<file path="src/design/srg_pkg.sv">
package srg_pkg;

  // Table geometry and word widths
  localparam int unsigned TableLen    = 55;
  localparam int unsigned StatusWords = 57;
  localparam int unsigned ScatterStep = 21;
  localparam int unsigned MixTap      = 31;
  localparam int unsigned SecondStart = 31;
  localparam int unsigned MixSteps    = 4 * TableLen;
  localparam int unsigned WordW       = 30;
  localparam int unsigned SeedW       = 28;
  localparam int unsigned IdxW        = 6;
  localparam int unsigned CntW        = 8;

  localparam logic [WordW-1:0] Modulus   = 30'd1000000000;
  localparam logic [SeedW-1:0] MagicSeed = 28'd161803398;

  typedef enum logic [1:0] {
    OP_SEED  = 2'd0,
    OP_NEXT  = 2'd1,
    OP_DUMP  = 2'd2,
    OP_WRITE = 2'd3
  } opcode_e;

  // One command word
  typedef struct packed {
    opcode_e           opcode;
    logic [SeedW-1:0]  seed;
    logic [IdxW-1:0]   word_index;
    logic [WordW-1:0]  word;
  } in_t;

  // One result word
  typedef struct packed {
    logic [WordW-1:0] value;
    logic [IdxW-1:0]  index;
    logic             last;
  } res_t;

  // Ring control from the sequencer
  typedef struct packed {
    logic             shift;
    logic             inject;
    logic [WordW-1:0] data;
  } ring_ctl_t;

  // Difference modulo 10^9, kept to the low word bits
  function automatic logic [WordW-1:0] wrap_sub(input logic [WordW-1:0] a,
                                                input logic [WordW-1:0] b);
    logic [WordW-1:0] d;
    d = a - b;
    if (a < b) begin
      d = d + Modulus;
    end
    return d;
  endfunction

endpackage

</file>
<file path="src/design/srg_cell.sv">
module srg_cell (
  input  logic                     clk_i,
  input  logic                     rst_ni,
  input  logic                     shift_i,
  input  logic [srg_pkg::WordW-1:0] d_i,
  output logic [srg_pkg::WordW-1:0] q_o
);
  import srg_pkg::*;

  logic [WordW-1:0] word_q;
  logic [WordW-1:0] word_d;

  // Take the neighbor's word on a shift, hold otherwise
  assign word_d = shift_i ? d_i : word_q;

  always_ff @(posedge clk_i or negedge rst_ni) begin
    if (!rst_ni) begin
      word_q <= '0;
    end else begin
      word_q <= word_d;
    end
  end

  assign q_o = word_q;

endmodule

</file>
<file path="src/design/srg_ring.sv">
module srg_ring (
  input  logic                      clk_i,
  input  logic                      rst_ni,
  input  srg_pkg::ring_ctl_t        ctl_i,
  output logic [srg_pkg::WordW-1:0] tap0_o,
  output logic [srg_pkg::WordW-1:0] tap31_o
);
  import srg_pkg::*;

  logic [WordW-1:0] cell_q [TableLen];
  logic [WordW-1:0] tail_d;

  // Close the ring, or drop in a new word at the tail
  assign tail_d = ctl_i.inject ? ctl_i.data : cell_q[0];

  for (genvar k = 0; k < TableLen; k++) begin : g_cell
    if (k == TableLen - 1) begin : g_tail
      srg_cell u_cell (
        .clk_i  (clk_i),
        .rst_ni (rst_ni),
        .shift_i(ctl_i.shift),
        .d_i    (tail_d),
        .q_o    (cell_q[k])
      );
    end else begin : g_body
      srg_cell u_cell (
        .clk_i  (clk_i),
        .rst_ni (rst_ni),
        .shift_i(ctl_i.shift),
        .d_i    (cell_q[k+1]),
        .q_o    (cell_q[k])
      );
    end
  end

  assign tap0_o  = cell_q[0];
  assign tap31_o = cell_q[MixTap];

endmodule

</file>
<file path="src/design/srg_ctrl.sv">
module srg_ctrl (
  input  logic                      clk_i,
  input  logic                      rst_ni,
  input  logic                      start_i,
  input  srg_pkg::in_t              in_i,
  output logic                      busy_o,
  output logic                      valid_o,
  output srg_pkg::res_t             res_o,
  output srg_pkg::ring_ctl_t        ctl_o,
  input  logic [srg_pkg::WordW-1:0] tap0_i,
  input  logic [srg_pkg::WordW-1:0] tap31_i
);
  import srg_pkg::*;

  typedef enum logic [9:0] {
    S_IDLE      = 10'b0000000001,
    S_FILL      = 10'b0000000010,
    S_MIX_ALIGN = 10'b0000000100,
    S_MIX       = 10'b0000001000,
    S_FIND_B    = 10'b0000010000,
    S_FIND_A    = 10'b0000100000,
    S_DUMP_ALN  = 10'b0001000000,
    S_DUMP      = 10'b0010000000,
    S_WRITE     = 10'b0100000000,
    S_SPARE     = 10'b1000000000
  } state_e;

  localparam logic [IdxW-1:0] HeadLast  = IdxW'(TableLen - 1);
  localparam logic [IdxW-1:0] PtrMax    = IdxW'(TableLen);
  localparam logic [IdxW-1:0] PtrSecond = IdxW'(SecondStart);
  localparam logic [IdxW-1:0] IdxFirst  = IdxW'(TableLen);
  localparam logic [IdxW-1:0] IdxSecond = IdxW'(TableLen + 1);
  localparam logic [CntW-1:0] FillLast  = CntW'(TableLen - 1);
  localparam logic [CntW-1:0] MixLast   = CntW'(MixSteps - 1);
  localparam logic [CntW-1:0] DumpFirst = CntW'(TableLen);
  localparam logic [CntW-1:0] DumpLast  = CntW'(StatusWords - 1);

  state_e           state_q, state_d;
  logic [IdxW-1:0]  head_q, head_d;
  logic [IdxW-1:0]  first_q, first_d;
  logic [IdxW-1:0]  second_q, second_d;
  logic [IdxW-1:0]  target_q, target_d;
  logic [CntW-1:0]  cnt_q, cnt_d;
  logic [WordW-1:0] cur_q, cur_d;
  logic [WordW-1:0] nxt_q, nxt_d;
  logic [WordW-1:0] hold_q, hold_d;
  logic             valid_q, valid_d;
  res_t             res_q, res_d;

  logic [IdxW-1:0]  head_next;
  logic [IdxW:0]    target_sum;
  logic [SeedW-1:0] seed_diff;
  logic [WordW-1:0] diff_v;
  logic [IdxW-1:0]  clamp_v;
  logic             accept;

  assign busy_o = (state_q != S_IDLE);
  assign accept = start_i && !busy_o;

  // Track which table word sits at the ring head
  assign head_next  = (head_q == HeadLast) ? '0 : head_q + 1'b1;
  assign target_sum = {1'b0, target_q} + (IdxW + 1)'(ScatterStep);
  assign seed_diff  = (in_i.seed > MagicSeed) ? in_i.seed - MagicSeed
                                             : MagicSeed - in_i.seed;
  assign diff_v     = wrap_sub(tap0_i, hold_q);
  assign clamp_v    = (in_i.word > WordW'(TableLen)) ? PtrMax : in_i.word[IdxW-1:0];

  always_comb begin
    state_d  = state_q;
    first_d  = first_q;
    second_d = second_q;
    target_d = target_q;
    cnt_d    = cnt_q;
    cur_d    = cur_q;
    nxt_d    = nxt_q;
    hold_d   = hold_q;
    valid_d  = 1'b0;
    res_d    = '0;
    ctl_o    = '0;

    unique case (state_q)
      S_IDLE: begin
        if (accept) begin
          unique case (in_i.opcode)
            OP_SEED: begin
              cur_d    = WordW'(seed_diff);
              nxt_d    = WordW'(1);
              target_d = HeadLast;
              cnt_d    = '0;
              state_d  = S_FILL;
            end
            OP_NEXT: begin
              first_d  = (first_q >= PtrMax) ? IdxW'(1) : first_q + 1'b1;
              second_d = (second_q >= PtrMax) ? IdxW'(1) : second_q + 1'b1;
              state_d  = S_FIND_B;
            end
            OP_DUMP: begin
              state_d = S_DUMP_ALN;
            end
            OP_WRITE: begin
              if (in_i.word_index < IdxFirst) begin
                target_d = in_i.word_index;
                hold_d   = in_i.word;
                state_d  = S_WRITE;
              end else if (in_i.word_index == IdxFirst) begin
                first_d = clamp_v;
              end else if (in_i.word_index == IdxSecond) begin
                second_d = clamp_v;
              end
            end
          endcase
        end
      end

      // Scatter the seed sequence around the ring, each word 21 cells past the last
      S_FILL: begin
        ctl_o.shift = 1'b1;
        if (head_q == target_q) begin
          ctl_o.inject = 1'b1;
          ctl_o.data   = cur_q;
          cur_d        = nxt_q;
          nxt_d        = wrap_sub(cur_q, nxt_q);
          target_d     = (target_sum >= (IdxW + 1)'(TableLen)) ?
                         IdxW'(target_sum - (IdxW + 1)'(TableLen)) : target_sum[IdxW-1:0];
          cnt_d        = cnt_q + 1'b1;
          if (cnt_q == FillLast) begin
            cnt_d   = '0;
            state_d = S_MIX_ALIGN;
          end
        end
      end

      S_MIX_ALIGN: begin
        if (head_q == '0) begin
          state_d = S_MIX;
        end else begin
          ctl_o.shift = 1'b1;
        end
      end

      // Four mixing passes: head word minus the word 31 cells on
      S_MIX: begin
        ctl_o.shift  = 1'b1;
        ctl_o.inject = 1'b1;
        ctl_o.data   = wrap_sub(tap0_i, tap31_i);
        cnt_d        = cnt_q + 1'b1;
        if (cnt_q == MixLast) begin
          first_d  = '0;
          second_d = PtrSecond;
          state_d  = S_IDLE;
        end
      end

      // Rotate to the subtrahend and capture it
      S_FIND_B: begin
        if (head_q == second_q - 1'b1) begin
          hold_d  = tap0_i;
          state_d = S_FIND_A;
        end else begin
          ctl_o.shift = 1'b1;
        end
      end

      // Rotate to the minuend, replace it and emit the difference
      S_FIND_A: begin
        ctl_o.shift = 1'b1;
        if (head_q == first_q - 1'b1) begin
          ctl_o.inject = 1'b1;
          ctl_o.data   = diff_v;
          valid_d      = 1'b1;
          res_d.value  = diff_v;
          res_d.last   = 1'b1;
          state_d      = S_IDLE;
        end
      end

      S_DUMP_ALN: begin
        cnt_d = '0;
        if (head_q == '0) begin
          state_d = S_DUMP;
        end else begin
          ctl_o.shift = 1'b1;
        end
      end

      // Stream the table, then both pointers
      S_DUMP: begin
        valid_d     = 1'b1;
        res_d.index = cnt_q[IdxW-1:0];
        cnt_d       = cnt_q + 1'b1;
        if (cnt_q < DumpFirst) begin
          ctl_o.shift = 1'b1;
          res_d.value = tap0_i;
        end else if (cnt_q < DumpLast) begin
          res_d.value = WordW'(first_q);
        end else begin
          res_d.value = WordW'(second_q);
          res_d.last  = 1'b1;
          state_d     = S_IDLE;
        end
      end

      S_WRITE: begin
        ctl_o.shift = 1'b1;
        if (head_q == target_q) begin
          ctl_o.inject = 1'b1;
          ctl_o.data   = hold_q;
          state_d      = S_IDLE;
        end
      end

      default: begin
        state_d = S_IDLE;
      end
    endcase
  end

  assign head_d = ctl_o.shift ? head_next : head_q;

  always_ff @(posedge clk_i or negedge rst_ni) begin
    if (!rst_ni) begin
      state_q  <= S_IDLE;
      head_q   <= '0;
      first_q  <= '0;
      second_q <= '0;
      target_q <= '0;
      cnt_q    <= '0;
      valid_q  <= 1'b0;
    end else begin
      state_q  <= state_d;
      head_q   <= head_d;
      first_q  <= first_d;
      second_q <= second_d;
      target_q <= target_d;
      cnt_q    <= cnt_d;
      valid_q  <= valid_d;
    end
  end

  always_ff @(posedge clk_i) begin
    cur_q  <= cur_d;
    nxt_q  <= nxt_d;
    hold_q <= hold_d;
    res_q  <= res_d;
  end

  assign valid_o = valid_q;
  assign res_o   = res_q;

endmodule

</file>
<file path="src/design/subtractive_random_generator_top.sv">
// Channel  | Ports                 | Handshake
// ---------+-----------------------+-------------------------------------------
// command  | start_i, in_i, busy_o | word taken at clk edge with start_i & !busy_o
// result   | valid_o, res_o        | word shown for one cycle while valid_o is high
//
// The 55-word table lives in a ring of cells that rotates one step per cycle while shifted.
// Next number: the ring rotates to the subtrahend word, then on to the minuend word.
// Seed: the ring takes the scattered fill words, realigns to the head, then runs four mix passes.
// Status read: the ring aligns to word 0, then 57 words follow on consecutive cycles.
// Status write: a table word waits for the ring to reach its cell; a pointer is written on accept.
// Reset clears the ring and both pointers; results cannot be stalled.
module subtractive_random_generator_top (
  input  logic          clk_i,
  input  logic          rst_ni,
  input  logic          start_i,
  input  srg_pkg::in_t  in_i,
  output logic          busy_o,
  output logic          valid_o,
  output srg_pkg::res_t res_o
);
  import srg_pkg::*;

  ring_ctl_t        ring_ctl;
  logic [WordW-1:0] tap0;
  logic [WordW-1:0] tap31;

  srg_ctrl u_ctrl (
    .clk_i  (clk_i),
    .rst_ni (rst_ni),
    .start_i(start_i),
    .in_i   (in_i),
    .busy_o (busy_o),
    .valid_o(valid_o),
    .res_o  (res_o),
    .ctl_o  (ring_ctl),
    .tap0_i (tap0),
    .tap31_i(tap31)
  );

  srg_ring u_ring (
    .clk_i  (clk_i),
    .rst_ni (rst_ni),
    .ctl_i  (ring_ctl),
    .tap0_o (tap0),
    .tap31_o(tap31)
  );

endmodule

</file>
<file path="config.mk">
export PLATFORM = sky130hd
export DESIGN_NAME = subtractive_random_generator_top
export DESIGN_NICKNAME = d
export VERILOG_FILES = /design/src/design/srg_pkg.sv /design/src/design/srg_cell.sv /design/src/design/srg_ring.sv /design/src/design/srg_ctrl.sv /design/src/design/subtractive_random_generator_top.sv
export SDC_FILE = /design/constraint.sdc
export NUM_CORES = 2
export LEC_CHECK = 0
export BUFFER_PORTS_ARGS = -buffer_cell sky130_fd_sc_hd__buf_2
export CAP_MARGIN = 20
export CORE_MARGIN = 2
export CORE_UTILIZATION = 48
export CTS_CLUSTER_DIAMETER = 120
export DETAILED_ROUTE_END_ITERATION = 12
export MAX_ROUTING_LAYER = met4
export PLACE_DENSITY_LB_ADDON = 0.08
export REMOVE_ABC_BUFFERS = 1
export SLEW_MARGIN = 20
export SYNTH_ARGS = -nofsm -noshare
export SYNTH_HDL_FRONTEND = slang
export SYNTH_SLANG_ARGS = --single-unit
</file>
<file path="constraint.sdc">
create_clock -name clk_i -period 8 [get_ports clk_i]
set_input_delay 1.2 -clock clk_i [delete_from_list [all_inputs] [get_ports clk_i]]
set_output_delay 1.2 -clock clk_i [all_outputs]
set_load 0.05 [all_outputs]
</file>
==> flow_summary.toml <==
[timing]
fin_setup_tns_ns = 0
maxSlewHeadroom_pct = 20.4
rsz0062_at_grt = "false"
final-setup-viol-count = 0
post-route-period-util_pct = 60.2
tightestPinTransition_ns = 1.19
fmax_mhz = 208
slew_viol_final = 0
layout_min_cycle_time_ns = 4.81
finalWorstSetupSlack_ns = 3.19
clock_skew_ns = 0.0290
final-hold-violation-count = 0

[placement]
dpl_worst_slack_ns = 3.01
place_congestion = 0.951
port_buffers = 107
hpwl_mm = 116

[finish]
layout_commonest_cell = "nand2_1"
fillCellCount = 15400
drive_gt1_share_pct = 6.50
nNetsFinal = 9119
mostFrequentLayoutCells = "nand2_1 (4961), dfrtp_1 (1691), o21ai_0 (237), nor2_1 (205), clkbuf_16 (203)"
syn2layout_area_growth_pct = 11.3

[global_routing]
grt_pass1_wl_mm = 303
grt_max_degree = 252
antenna_found_initial = 9
grt_overflow = 0
grt_pass1_vias = 55800
grt.total_usage_pct = 22.8

[logic_synthesis]
yosysWarnings = 0
synth.distinct_cells = 101
yosys_most_used_dff = "dfrtp_1"
syn_inst = 9037
synth.avg_cell_area_um2 = 8.67
ys_seq_area_share_pct = 58.5
syn-cell-area_mm2 = 0.0783
synth_async_sr_flop_share_pct = 93.0
synth_edf_count = 90
synth-seq-cells = 1819

[die]
die_w_um = 408
io_pins = 108
dieArea_mm2 = 0.166
fp.dieH_um = 408
core_mm2 = 0.162
floorplan.initialDensity_pct = 48.2
fp-row-count = 148

[clocking]
cts_root_buf = "clkbuf_16"
postCtsSetupBuffers = 0
ctsHoldBuffers = 0
clock_sinks = 1819
clkTransAtPathRegs_ns = 0.06
cts_buffers = 194
cts_max_path_buffers = 3
clk_latency_ns = 0.82
htreeDepth = 4
cts_tree = "done"
cts_resized = 0

[setup_path]
cp-end-kind = "register"
critPathRequiredTime_ns = 8.75
reg2reg_slack_ns = 3.19
path_max_fanout = 63
critPathLaunchType = "register"
arrival_ns = 5.56
worstSetupPathType = "register to register"

[status]
status = "finished, final reports clean"

[flow_run]
drv_cap = 0

[route]
avgViaCountPerCell = 5.16
drc = 0
drt_wl_total_mm = 184
ant_nets = 0
num_vias = 58200
first_iter_violations = 5622
wl_per_cell_um = 16.3
firstDrtPassIters = 6

[power_and_ir_drop]
power.leakage_nw = 47.0
p_per_area_mw_per_mm2 = 361
ir_drop_v = 0.000584

[hold_path]
hold_path_class = "primary input to asynchronous set/reset pin"
[registers in the layout, summed over array words and instances (netlist names), 6 cells and up]
signal and count:
u_ring.g_cell.g_body.u_cell.q_o 1620, u_ctrl.res_o 37, u_ctrl.cur_q 30, u_ctrl.hold_q 30
u_ctrl.nxt_q 30, u_ring.g_cell.g_tail.u_cell.q_o 30, u_ctrl.state_q 9, u_ctrl.cnt_q 8
u_ctrl.first_q 6, u_ctrl.head_q 6, u_ctrl.second_q 6, u_ctrl.target_q 6
[synth_stat cells (18+ instances only)]
cell type	n	share of area (%)
a211oi_1	22	0.21
a21o_1	35	0.34
a21oi_1	177	1.1
a221oi_1	19	0.21
a31oi_1	31	0.25
and2_1	30	0.24
and3_1	19	0.15
buf_1	29	0.14
buf_2	210	1.3
clkbuf_1	228	1.1
dfrtp_1	1691	54
dfxtp_1	37	0.95
edfxtp_1	90	3.5
ha_1	111	1.8
inv_1	138	0.66
mux2_2	31	0.45
nand2_1	4961	24
nand2b_1	24	0.19
nand3_1	71	0.45
nor2_1	209	1.0
nor2b_1	18	0.14
nor3_1	57	0.36
o211ai_1	20	0.19
o21a_1	26	0.25
o21ai_0	237	1.5
o22ai_1	21	0.17
xnor2_1	113	1.3
xor2_1	58	0.65
[layout make-up]
class                      count  area [um^2]  area share, %
inverter                     138          518          0.594
clock buffer                 304         5990           6.87
sequential                  1819        45800           52.5
clock inverter                60          648          0.743
timing repair buffer         170         1400           1.61
multi-input combinational   6613        30100           34.5
tap                         2175         2720           3.12
antenna                        5         12.5         0.0144
[logic make-up after synthesis]
logic type	share of synthesized area (%)
buffers and inverters	3.23
adders and majority gates	1.88
AOI/OAI and AO/OA	6.53
DFF	58.5
and+or+nand+nor	27.3
xor gates and xnor gates	1.94
muxes	0.637
[worst max-delay path, cell delays in order (launching register included)]
cell and delay [ns]:
dfrtp_1 0.47, nor3_1 0.36, nand3_1 0.19, nor3b_1 0.67, nand2_1 0.22, nor2_2 0.12, buf_4 0.34, a21oi_1 0.18
nand3_4 0.68, buf_4 0.54, buf_4 0.62, nand2_1 0.17, nand2_1 0.10
[final timing paths]
kind,start,end,cells after the start
max in group asynchronous,rst_ni,u_ring.g_cell[16].g_body.u_cell.q_o[27]$_DFFE_PN0P_,3
worst min register to register,u_ring.g_cell[36].g_body.u_cell.q_o[4]$_DFFE_PN0P_,u_ring.g_cell[35].g_body.u_cell.q_o[4]$_DFFE_PN0P_,2
worst max register to register,u_ctrl.state_q[8]$_DFFE_PN0P_,u_ring.g_cell[4].g_body.u_cell.q_o[24]$_DFFE_PN0P_,12
worst min-delay path,rst_ni,u_ring.g_cell[6].g_body.u_cell.q_o[15]$_DFFE_PN0P_,1
worst max-delay path,u_ctrl.state_q[8]$_DFFE_PN0P_,u_ring.g_cell[4].g_body.u_cell.q_o[24]$_DFFE_PN0P_,12
min in group clk_i,u_ring.g_cell[36].g_body.u_cell.q_o[4]$_DFFE_PN0P_,u_ring.g_cell[35].g_body.u_cell.q_o[4]$_DFFE_PN0P_,2
[through the flow]
stage	instance area (um^2)	hold slack [ns]	total power, mW	utilization (%)	std cells
finish	87200	0.309	31.5	53.7	11300
global route	87200	0.318	33.6	53.7	11300
CTS	87100	0.310	31.8	53.6	11300
detailed placement	80500	0.453	22.5	49.5	10900
global placement	80400	0.448	22.5	49.5	10900
floorplan	76300	0.437	15.2	-	8570
[where the power goes]
part	total (mW)	switching [mW]	internal (mW)
registers	11.1	0.738	10.3
clock network	9.20	3.73	5.46
logic	11.2	8.75	2.47
total	31.5	13.2	18.3
[per-layer routing]
metal,vias to the layer above,track usage [%],routed length (um)
met3,304,3.44,8140
li1,28400,-,-
met2,1042,33.4,81500
met1,28500,32.9,88900
met5,-,-,0
met4,0,6.85,5170
No activity file was read; power rests on OpenSTA's default activity.
